==> src/hdl/oqcr_pkg.sv <==
// oqcr_pkg: shared types and codes for the ordered queue with conditional release
// no dependencies
`default_nettype none

package oqcr_pkg;

   localparam logic [1:0] CMD_APPEND  = 2'd0;
   localparam logic [1:0] CMD_POP     = 2'd1;
   localparam logic [1:0] CMD_RELEASE = 2'd2;
   localparam logic [1:0] CMD_UNUSED  = 2'd3;

   localparam logic [2:0] KIND_APPENDED = 3'd0;
   localparam logic [2:0] KIND_DROPPED  = 3'd1;
   localparam logic [2:0] KIND_POPPED   = 3'd2;
   localparam logic [2:0] KIND_RELEASED = 3'd3;
   localparam logic [2:0] KIND_NONE     = 3'd4;

   typedef struct packed {
      logic [1:0]  cmd;
      logic [15:0] now_time;
      logic [15:0] proc_id;
      logic [15:0] arrival_at;
      logic [15:0] cpu_need;
      logic [15:0] io_period;
      logic [15:0] io_wait;
   } req_type;

   typedef struct packed {
      logic [2:0]  kind;
      logic [15:0] out_proc_id;
      logic [15:0] out_arrival_at;
      logic [15:0] out_cpu_need;
      logic [15:0] out_io_period;
      logic [15:0] out_io_wait;
      logic [15:0] out_stamp;
      logic        last;
      logic [4:0]  occupancy;
   } rsp_type;

   typedef struct packed {
      logic [15:0] proc_id;
      logic [15:0] arrival_at;
      logic [15:0] cpu_need;
      logic [15:0] io_period;
      logic [15:0] io_wait;
      logic [15:0] stamp;
   } rec_type;

   typedef struct packed {
      logic    valid;
      req_type item;
   } slot_type;

endpackage

`default_nettype wire

==> src/hdl/oqcr_ram.sv <==
// oqcr_ram: generic simple dual-port ram with registered read
// no dependencies
`default_nettype none

module oqcr_ram #(
   parameter int WIDTH = 96,
   parameter int DEPTH = 16
) (
   input  wire logic                                 clock,
   input  wire logic                                 we,
   input  wire logic [(DEPTH > 1 ? $clog2(DEPTH) : 1)-1:0] waddr,
   input  wire logic [WIDTH-1:0]                     wdata,
   input  wire logic [(DEPTH > 1 ? $clog2(DEPTH) : 1)-1:0] raddr,
   output logic      [WIDTH-1:0]                     rdata
);

   logic [WIDTH-1:0] mem [DEPTH];
   logic [WIDTH-1:0] rdata_ff;

   always_ff @(posedge clock) begin
      if (we) begin
         mem[waddr] <= wdata;
      end
      rdata_ff <= mem[raddr];
   end

   assign rdata = rdata_ff;

endmodule

`default_nettype wire

==> src/hdl/oqcr_front.sv <==
// oqcr_front: command intake, two-entry command queue ahead of the engine
// depends on oqcr_pkg
`default_nettype none

module oqcr_front (
   input  wire logic              clock,
   input  wire logic              reset,
   input  wire logic              start,
   output logic                   busy,
   input  wire oqcr_pkg::req_type req_data,
   output oqcr_pkg::slot_type     head,
   input  wire logic              take
);

   oqcr_pkg::req_type slot_ff [2];
   logic       wr_ptr_ff, wr_ptr_in;
   logic       rd_ptr_ff, rd_ptr_in;
   logic [1:0] cnt_ff, cnt_in;
   logic       push, pop;

   assign busy = (cnt_ff == 2'd2);
   assign push = start && !busy;
   assign pop  = take && (cnt_ff != 2'd0);

   assign head.valid = (cnt_ff != 2'd0);
   assign head.item  = slot_ff[rd_ptr_ff];

   always_comb begin
      wr_ptr_in = push ? ~wr_ptr_ff : wr_ptr_ff;
      rd_ptr_in = pop ? ~rd_ptr_ff : rd_ptr_ff;
      cnt_in    = cnt_ff + {1'b0, push} - {1'b0, pop};
   end

   always_ff @(posedge clock) begin
      if (push) begin
         slot_ff[wr_ptr_ff] <= req_data;
      end
      if (reset) begin
         wr_ptr_ff <= 1'b0;
         rd_ptr_ff <= 1'b0;
         cnt_ff    <= 2'd0;
      end else begin
         wr_ptr_ff <= wr_ptr_in;
         rd_ptr_ff <= rd_ptr_in;
         cnt_ff    <= cnt_in;
      end
   end

endmodule

`default_nettype wire

==> src/hdl/oqcr_back.sv <==
// oqcr_back: command engine over a ring of records held in ram
// depends on oqcr_pkg and oqcr_ram
`default_nettype none

module oqcr_back #(
   parameter int QUEUE_DEPTH = 16
) (
   input  wire logic              clock,
   input  wire logic              reset,
   input  wire logic              release_mode,
   input  wire oqcr_pkg::slot_type head,
   output logic                   take,
   output logic                   rsp_strobe,
   output oqcr_pkg::rsp_type      rsp_data
);

   localparam int AW = (QUEUE_DEPTH > 1) ? $clog2(QUEUE_DEPTH) : 1;
   localparam int CW = $clog2(QUEUE_DEPTH + 1);
   localparam int RW = $bits(oqcr_pkg::rec_type);
   localparam logic [CW:0] DEPTH_W = (CW + 1)'(QUEUE_DEPTH);

   localparam logic [2:0] S_IDLE  = 3'd0;
   localparam logic [2:0] S_EXEC  = 3'd1;
   localparam logic [2:0] S_POPRD = 3'd2;
   localparam logic [2:0] S_CNT   = 3'd3;
   localparam logic [2:0] S_REL   = 3'd4;

   logic [2:0]        state_ff, state_in;
   oqcr_pkg::req_type cur_ff, cur_in;
   logic [AW-1:0]     head_ff, head_in;
   logic [CW-1:0]     count_ff, count_in;
   logic [CW-1:0]     scan_ff, scan_in;
   logic [CW-1:0]     rel_ff, rel_in;
   logic [CW-1:0]     kept_ff, kept_in;
   logic [CW-1:0]     emitted_ff, emitted_in;
   logic              strobe_ff, strobe_in;
   oqcr_pkg::rsp_type rsp_ff, rsp_in;

   logic              ram_we;
   logic [AW-1:0]     ram_waddr, ram_raddr;
   oqcr_pkg::rec_type ram_wdata, ram_rdata;
   logic [RW-1:0]     ram_rbits;
   logic              hit;
   logic [15:0]       elapsed;

   function automatic logic [AW-1:0] wrap(input logic [AW-1:0] base, input logic [CW-1:0] off);
      logic [CW:0] sum;
      sum = (CW + 1)'(base) + (CW + 1)'(off);
      if (sum >= DEPTH_W) begin
         sum = sum - DEPTH_W;
      end
      return AW'(sum);
   endfunction

   oqcr_ram #(.WIDTH(RW), .DEPTH(QUEUE_DEPTH)) u_ram (
      .clock (clock),
      .we    (ram_we),
      .waddr (ram_waddr),
      .wdata (ram_wdata),
      .raddr (ram_raddr),
      .rdata (ram_rbits)
   );

   assign ram_rdata = ram_rbits;
   assign elapsed   = cur_ff.now_time - ram_rdata.stamp;
   assign hit       = release_mode ? (elapsed >= ram_rdata.io_wait)
                                   : (cur_ff.now_time == ram_rdata.arrival_at);
   assign take      = (state_ff == S_IDLE) && head.valid;

   always_comb begin
      state_in   = state_ff;
      cur_in     = cur_ff;
      head_in    = head_ff;
      count_in   = count_ff;
      scan_in    = scan_ff;
      rel_in     = rel_ff;
      kept_in    = kept_ff;
      emitted_in = emitted_ff;
      strobe_in  = 1'b0;
      rsp_in     = '0;
      rsp_in.kind      = oqcr_pkg::KIND_NONE;
      rsp_in.last      = 1'b1;
      rsp_in.occupancy = 5'(count_ff);
      ram_we    = 1'b0;
      ram_waddr = wrap(head_ff, count_ff);
      ram_wdata = '0;
      ram_raddr = wrap(head_ff, scan_ff);

      case (state_ff)
         S_IDLE: begin
            if (head.valid) begin
               cur_in   = head.item;
               state_in = S_EXEC;
            end
         end
         S_EXEC: begin
            state_in = S_IDLE;
            case (cur_ff.cmd)
               oqcr_pkg::CMD_APPEND: begin
                  rsp_in.out_proc_id    = cur_ff.proc_id;
                  rsp_in.out_arrival_at = cur_ff.arrival_at;
                  rsp_in.out_cpu_need   = cur_ff.cpu_need;
                  rsp_in.out_io_period  = cur_ff.io_period;
                  rsp_in.out_io_wait    = cur_ff.io_wait;
                  rsp_in.out_stamp      = cur_ff.now_time;
                  strobe_in             = 1'b1;
                  if ((CW + 1)'(count_ff) < DEPTH_W) begin
                     ram_we              = 1'b1;
                     ram_wdata.proc_id    = cur_ff.proc_id;
                     ram_wdata.arrival_at = cur_ff.arrival_at;
                     ram_wdata.cpu_need   = cur_ff.cpu_need;
                     ram_wdata.io_period  = cur_ff.io_period;
                     ram_wdata.io_wait    = cur_ff.io_wait;
                     ram_wdata.stamp      = cur_ff.now_time;
                     count_in             = count_ff + 1'b1;
                     rsp_in.kind          = oqcr_pkg::KIND_APPENDED;
                     rsp_in.occupancy     = 5'(count_in);
                  end else begin
                     rsp_in.kind = oqcr_pkg::KIND_DROPPED;
                  end
               end
               oqcr_pkg::CMD_POP: begin
                  ram_raddr = head_ff;
                  if (count_ff != '0) begin
                     state_in = S_POPRD;
                  end else begin
                     strobe_in = 1'b1;
                  end
               end
               oqcr_pkg::CMD_RELEASE: begin
                  if (count_ff != '0) begin
                     scan_in  = '0;
                     rel_in   = '0;
                     state_in = S_CNT;
                  end else begin
                     strobe_in = 1'b1;
                  end
               end
               default: begin
                  strobe_in = 1'b1;
               end
            endcase
         end
         S_POPRD: begin
            rsp_in.kind           = oqcr_pkg::KIND_POPPED;
            rsp_in.out_proc_id    = ram_rdata.proc_id;
            rsp_in.out_arrival_at = ram_rdata.arrival_at;
            rsp_in.out_cpu_need   = ram_rdata.cpu_need;
            rsp_in.out_io_period  = ram_rdata.io_period;
            rsp_in.out_io_wait    = ram_rdata.io_wait;
            rsp_in.out_stamp      = ram_rdata.stamp;
            count_in              = count_ff - 1'b1;
            rsp_in.occupancy      = 5'(count_in);
            head_in               = wrap(head_ff, CW'(1));
            strobe_in             = 1'b1;
            state_in              = S_IDLE;
         end
         S_CNT: begin
            if (scan_ff != '0 && hit) begin
               rel_in = rel_ff + 1'b1;
            end
            if (scan_ff == count_ff) begin
               if (rel_in == '0) begin
                  strobe_in = 1'b1;
                  state_in  = S_IDLE;
               end else begin
                  scan_in    = '0;
                  kept_in    = '0;
                  emitted_in = '0;
                  state_in   = S_REL;
               end
            end else begin
               scan_in = scan_ff + 1'b1;
            end
         end
         S_REL: begin
            ram_waddr = wrap(head_ff, kept_ff);
            ram_wdata = ram_rdata;
            if (scan_ff != '0) begin
               if (hit) begin
                  rsp_in.kind           = oqcr_pkg::KIND_RELEASED;
                  rsp_in.out_proc_id    = ram_rdata.proc_id;
                  rsp_in.out_arrival_at = ram_rdata.arrival_at;
                  rsp_in.out_cpu_need   = ram_rdata.cpu_need;
                  rsp_in.out_io_period  = ram_rdata.io_period;
                  rsp_in.out_io_wait    = ram_rdata.io_wait;
                  rsp_in.out_stamp      = cur_ff.now_time;
                  rsp_in.occupancy      = 5'(count_ff - rel_ff);
                  rsp_in.last           = (CW'(emitted_ff + 1'b1) == rel_ff);
                  emitted_in            = emitted_ff + 1'b1;
                  strobe_in             = 1'b1;
               end else begin
                  ram_we  = 1'b1;
                  kept_in = kept_ff + 1'b1;
               end
            end
            if (scan_ff == count_ff) begin
               count_in = count_ff - rel_ff;
               state_in = S_IDLE;
            end else begin
               scan_in = scan_ff + 1'b1;
            end
         end
         default: begin
            state_in = S_IDLE;
         end
      endcase
   end

   always_ff @(posedge clock) begin
      cur_ff     <= cur_in;
      scan_ff    <= scan_in;
      rel_ff     <= rel_in;
      kept_ff    <= kept_in;
      emitted_ff <= emitted_in;
      rsp_ff     <= rsp_in;
      if (reset) begin
         state_ff  <= S_IDLE;
         head_ff   <= '0;
         count_ff  <= '0;
         strobe_ff <= 1'b0;
      end else begin
         state_ff  <= state_in;
         head_ff   <= head_in;
         count_ff  <= count_in;
         strobe_ff <= strobe_in;
      end
   end

   assign rsp_strobe = strobe_ff;
   assign rsp_data   = rsp_ff;

   a_count_bound: assert property (@(posedge clock) disable iff (reset)
      (CW + 1)'(count_ff) <= DEPTH_W)
      else $error("record count above depth");
   a_multi_only_release: assert property (@(posedge clock) disable iff (reset)
      strobe_ff && !rsp_ff.last |-> rsp_ff.kind == oqcr_pkg::KIND_RELEASED)
      else $error("non-final result outside a release");
   a_rel_nonzero: assert property (@(posedge clock) disable iff (reset)
      state_ff == S_REL |-> rel_ff != '0)
      else $error("release pass with nothing to release");
   a_emit_bound: assert property (@(posedge clock) disable iff (reset)
      state_ff == S_REL |-> emitted_ff <= rel_ff)
      else $error("more releases than counted");
   a_busy_engine: assert property (@(posedge clock) disable iff (reset)
      state_ff != S_IDLE |=> !take || $past(state_in) == S_IDLE)
      else $error("command taken while engine busy");

endmodule

`default_nettype wire

==> src/hdl/ordered_queue_conditional_release_top.sv <==
// ordered_queue_conditional_release_top: ordered record queue with conditional release
// depends on oqcr_pkg, oqcr_front, oqcr_back, oqcr_ram
`default_nettype none

// Commands enter through a two-entry command queue; busy rises only when it is full.
// The engine runs one command at a time; a release that finds any match walks the
// held records twice through the one ram read port (a counting pass, then an emit
// and compact pass), and one that finds none stops after the counting pass. Results
// come out on rsp_strobe and cannot be held off; a release with several matches
// streams them with last on the final one. The release_mode register is written
// through the csr channel, which is always ready.
module ordered_queue_conditional_release_top #(
   parameter int QUEUE_DEPTH = 16
) (
   input  wire logic              clock,
   input  wire logic              reset,
   input  wire logic              start,
   output logic                   busy,
   input  wire oqcr_pkg::req_type req_data,
   output logic                   rsp_strobe,
   output oqcr_pkg::rsp_type      rsp_data,
   input  wire logic              csr_valid,
   output logic                   csr_ready,
   input  wire logic              csr_data
);

   oqcr_pkg::slot_type head;
   logic               take;
   logic               mode_ff, mode_in;

   assign csr_ready = 1'b1;
   assign mode_in   = (csr_valid && csr_ready) ? csr_data : mode_ff;

   always_ff @(posedge clock) begin
      if (reset) begin
         mode_ff <= 1'b0;
      end else begin
         mode_ff <= mode_in;
      end
   end

   oqcr_front u_front (
      .clock    (clock),
      .reset    (reset),
      .start    (start),
      .busy     (busy),
      .req_data (req_data),
      .head     (head),
      .take     (take)
   );

   oqcr_back #(.QUEUE_DEPTH(QUEUE_DEPTH)) u_back (
      .clock        (clock),
      .reset        (reset),
      .release_mode (mode_ff),
      .head         (head),
      .take         (take),
      .rsp_strobe   (rsp_strobe),
      .rsp_data     (rsp_data)
   );

endmodule

`default_nettype wire

==> config.mk <==
export PLATFORM = sky130hd
export DESIGN_NAME = ordered_queue_conditional_release_top
export DESIGN_NICKNAME = d
export VERILOG_FILES = /design/src/hdl/oqcr_pkg.sv /design/src/hdl/oqcr_ram.sv /design/src/hdl/oqcr_front.sv /design/src/hdl/oqcr_back.sv /design/src/hdl/ordered_queue_conditional_release_top.sv
export SDC_FILE = /design/constraint.sdc
export NUM_CORES = 2
export LEC_CHECK = 0
export BUFFER_PORTS_ARGS = -buffer_cell sky130_fd_sc_hd__buf_2
export CORE_MARGIN = 2
export CORE_UTILIZATION = 45
export DETAILED_ROUTE_END_ITERATION = 6
export PLACE_DENSITY = 0.73
export RECOVER_POWER = 25
export SLEW_MARGIN = 20
export SYNTH_ARGS = -nofsm -noshare
export SYNTH_HDL_FRONTEND = slang
export SYNTH_SLANG_ARGS = --single-unit
==> constraint.sdc <==
create_clock -name clock -period 13.1 [get_ports clock]
set_input_delay 3.275 -clock clock [delete_from_list [all_inputs] [get_ports clock]]
set_output_delay 3.275 -clock clock [all_outputs]
set_load 0.01 [all_outputs]
==> flow_summary_export.csv <==
group,metric,value,unit
status,status,"finished with violations",
status,violations,"capacitance limit, slew limit",
global_route,grt_max_degree,136,
setup_path,cp_num_buf_inv,3,
synthesis,synth_ff_type,"edfxtp_1",
synthesis,synthCells,3769,
placed_design,dp_cells,6197,
synthesis,synth_edf_count,1849,
sta,clock_skew,30.50,ps
detailed_routing,drt-initial-drc-count,4227,
die,row_count,153,
finish,stdcell_count,6574,
placed_design,dpl_cell_area,82560,µm²
cts,cts_tree,"yes",
cts,post_cts_resized,0,
detailed_routing,wl_per_cell,27.16,µm
global_route,grt_usage,19.70,%
setup_path,crit_type,"reg2reg",
synthesis,yosys.area.top_type,"edfxtp_1",
placed_design,preCtsSetupSlack,6931,ps
sta,rsz0062_at_grt,"false",
die,start_util,45.36,%
synthesis,yosys-top-cells-area,"edfxtp_1 (70%), mux4_2 (11%), dfxtp_1 (5.6%)",
cts,post-cts-setup-buffers,0,
synthesis,ys_async_sr_fraction,0,%
cts,path_clk_slew,60,ps
finish,fillerInstances,13371,
hold_path,min_path_type,"reg2reg",
cts,clock_path_buffers,3,
setup_path,crit_family,"simple AND/OR/NAND/NOR gates",
setup_path,arrival,9770,ps
setup_path,cp-start-kind,"flop",
placed_design,place_hpwl,100800,µm
synthesis,yosysWarnings,0,
detailed_routing,dr.pass1.iters,5,
finish,nets,4232,
detailed_routing,vias_per_cell,5.760,
detailed_routing,num_vias,37869,
global_route,grt_antenna_before_repair,3,
setup_path,cp-end-kind,"flop",
die,dieHeight,422.8,µm
sta,slew_headroom,-186.7,%
sta,worst_slack,3763,ps
sta,finalCritPeriodShare,71.27,%
synthesis,synth_top_area_share,70.34,%
die,design.core.area,174000,µm²
finish,design_area,89020,µm²
sta,setup_viol,0,
placed_design,place.gp.congestion,0.8478,
sta,fmax,107.1,MHz
sta,period_minus_slack,9337,ps
cts,clk_latency,830,ps
finish,drive_above_1_share,23.61,%
setup_path,cp.required,13540,ps
die,die_w,422.8,µm
die,ios,211,
detailed_routing,drc,0,
placed_design,portBuffers,209,
cts,clock_sinks,2068,
global_route,global_route.overflow_total,0,
flow_run,maxCapViolCount,18,
pwr,vdd_drop_max,0.0001443,V
global_route,grt_pass1_vias,38696,
setup_path,slowest_delay,3030,ps
detailed_routing,antenna_left,0,
cts,cts_root_buf,"clkbuf_16",
pwr,powerDensity,191.0,nW/µm²
finish,areaGrowthSynthToFinish,12.77,%
sta,worst_slew_pin_slew,4301,ps
synthesis,synth_seq_cells,2068,
cts,cts_buffers,197,
cts,htree_levels,4,
sta,finalMaxSlewViolations,522,
synthesis,netlist_area,78940,µm²
synthesis,mappedNetlistNets,3930,
setup_path,cp_max_fo,51,
setup_path,cp_cell_sequence,"nor2_1, and2_0, clkbuf_1, nor2_1, a21oi_1, xnor2_1, xnor2_1, nor4_2, buf_4, buf_4",
global_route,grt_pass1_wl,259100,µm
pwr,p_total,0.01700,W
sta,hold_viol,0,
pwr,p_leak,29.97,nW
detailed_routing,drt_wl_total,178500,µm
setup_path,cpMaxStageDelayCell,"and2_0",
cts,hold_buffers,0,
synthesis,avgSynthCellArea,20.94,µm²
die,dieArea,178800,µm²
synthesis,yosysSeqAreaShare,75.89,%
synthesis,synthDistinctLibCells,62,
-- routing by layer --
layer | track usage, % | up-vias | share of wire (%)
li1 | - | 16041 | -
met1 | 25.45 | 20075 | 39
met2 | 33.38 | 1469 | 51
met3 | 2.942 | 282 | 6.1
met4 | 8.298 | 2 | 3.8
met5 | 0 | - | 0.0039
-- through the flow --
step                      util (%)  hold WS, ps  setup TNS [ps]
after floorplan                  -        442.4         -230490
after global placement       47.42        448.8               0
after detailed placement     47.44        456.1               0
after CTS                    51.24        453.4               0
after global routing         51.15        481.9               0
final                        51.16        461.0               0
-- logic make-up (layout without fill, tap and decap cells) --
kind of cell               count (synthesis)  count (layout)  share of synthesized area, %
AOI/OAI and AO/OA                        309             309                         2.958
xor gates and xnor gates                  69              69                        0.7656
adders and majority gates                 58              58                        0.9574
buffers and inverters                    248             723                         1.831
DFF                                     2068            2068                         75.89
muxes                                    776             776                         16.13
other                                      1               6                      0.004750
and+or+nand+nor                          240             240                         1.463
-- layout by cell type, fill, tap and decap left out, types with 6 or more instances in the layout --
cell	Yosys	routed
nor2b_1	7	6
clkinv_1	0	21
mux2_2	98	76
mux2i_1	293	293
buf_4	10	56
o211ai_1	6	6
clkbuf_8	0	29
buf_2	44	151
a311oi_1	6	6
bufinv_16	0	15
or2_2	6	6
clkinv_2	0	25
nand2b_1	7	7
nand3_1	16	16
mux2_1	0	22
clkbuf_1	62	132
inv_1	59	59
mux4_2	377	377
edfxtp_1	1849	1849
mux4_1	7	7
clkinvlp_4	0	10
ha_1	54	54
xnor2_1	29	29
clkbuf_16	0	204
o21a_1	6	6
nand2_1	69	69
a21oi_1	34	34
dfxtp_1	219	219
and3_1	8	7
o21ai_0	49	45
nor4_2	0	12
a22o_1	164	164
nor2_1	67	64
nor3_1	15	11
a21o_1	10	10
or3_1	10	10
xor2_1	40	39
-- synthesized netlist by cell type, types with 29 or more instances --
cell	number
buf_2	44
edfxtp_1	1849
a21oi_1	34
nand2_1	69
nor2_1	67
o21ai_0	49
xnor2_1	29
xor2_1	40
mux2i_1	293
mux4_2	377
a22o_1	164
dfxtp_1	219
mux2_2	98
buf_1	30
ha_1	54
inv_1	59
clkbuf_1	62
-- where the power goes --
part	total [W]	internal, W	switching [W]
Sequential	0.00829	0.00788	0.000400
Clock	0.00573	0.00332	0.00240
Combinational	0.00299	0.00123	0.00176
-- area by class of cell --
cell class              count  area (µm²)  share of cell area [%]
well taps                2325        2909                   3.268
repair buffers            292        1599                   1.796
diodes                      5       12.51                 0.01406
multi-input cells        1453       17770                   19.96
flip-flops and latches   2068       59910                   67.30
clock buffers             287        5707                   6.410
clock inverters            85       895.9                   1.006
inverters                  59       221.5                  0.2488
-- final timing paths --
kind / from / endpoint / slack (ps) / depth (start not counted)
worst max-delay path: u_back.state_ff[0] / u_back.u_ram.mem[2][92] / 3760 / 10
worst min-delay path: u_back.u_ram.rdata[35] / u_back.rsp_data[41] / 460 / 1
worst max register to register: u_back.state_ff[0] / u_back.u_ram.mem[2][92] / 3760 / 10
worst min register to register: u_back.u_ram.rdata[35] / u_back.rsp_data[41] / 460 / 1
-- registers in the layout, summed over array words and instances, names as in the netlist --
signal and cells:
u_back.u_ram.mem 1536, u_front.slot_ff 196, u_back.rsp_data 105, u_back.cur_ff 98
u_back.u_ram.rdata 96, u_back.count_ff 5, u_back.emitted_ff 5, u_back.rel_ff 5
u_back.scan_ff 5, u_back.head_ff 4, u_back.kept_ff 4, u_back.state_ff 3
u_front.cnt_ff 2, mode_ff 1, u_back.rsp_strobe 1, u_front.rd_ptr_ff 1
u_front.wr_ptr_ff 1
-- worst reg2reg max path, stage by stage (launching register included) --
cell and delay (ps):
dfxtp_1 510, nor2_1 340, and2_0 3030, clkbuf_1 1920
nor2_1 110, a21oi_1 280, xnor2_1 330, xnor2_1 420
nor4_2 350, buf_4 780, buf_4 840
Power figures use the tool's default switching activity.
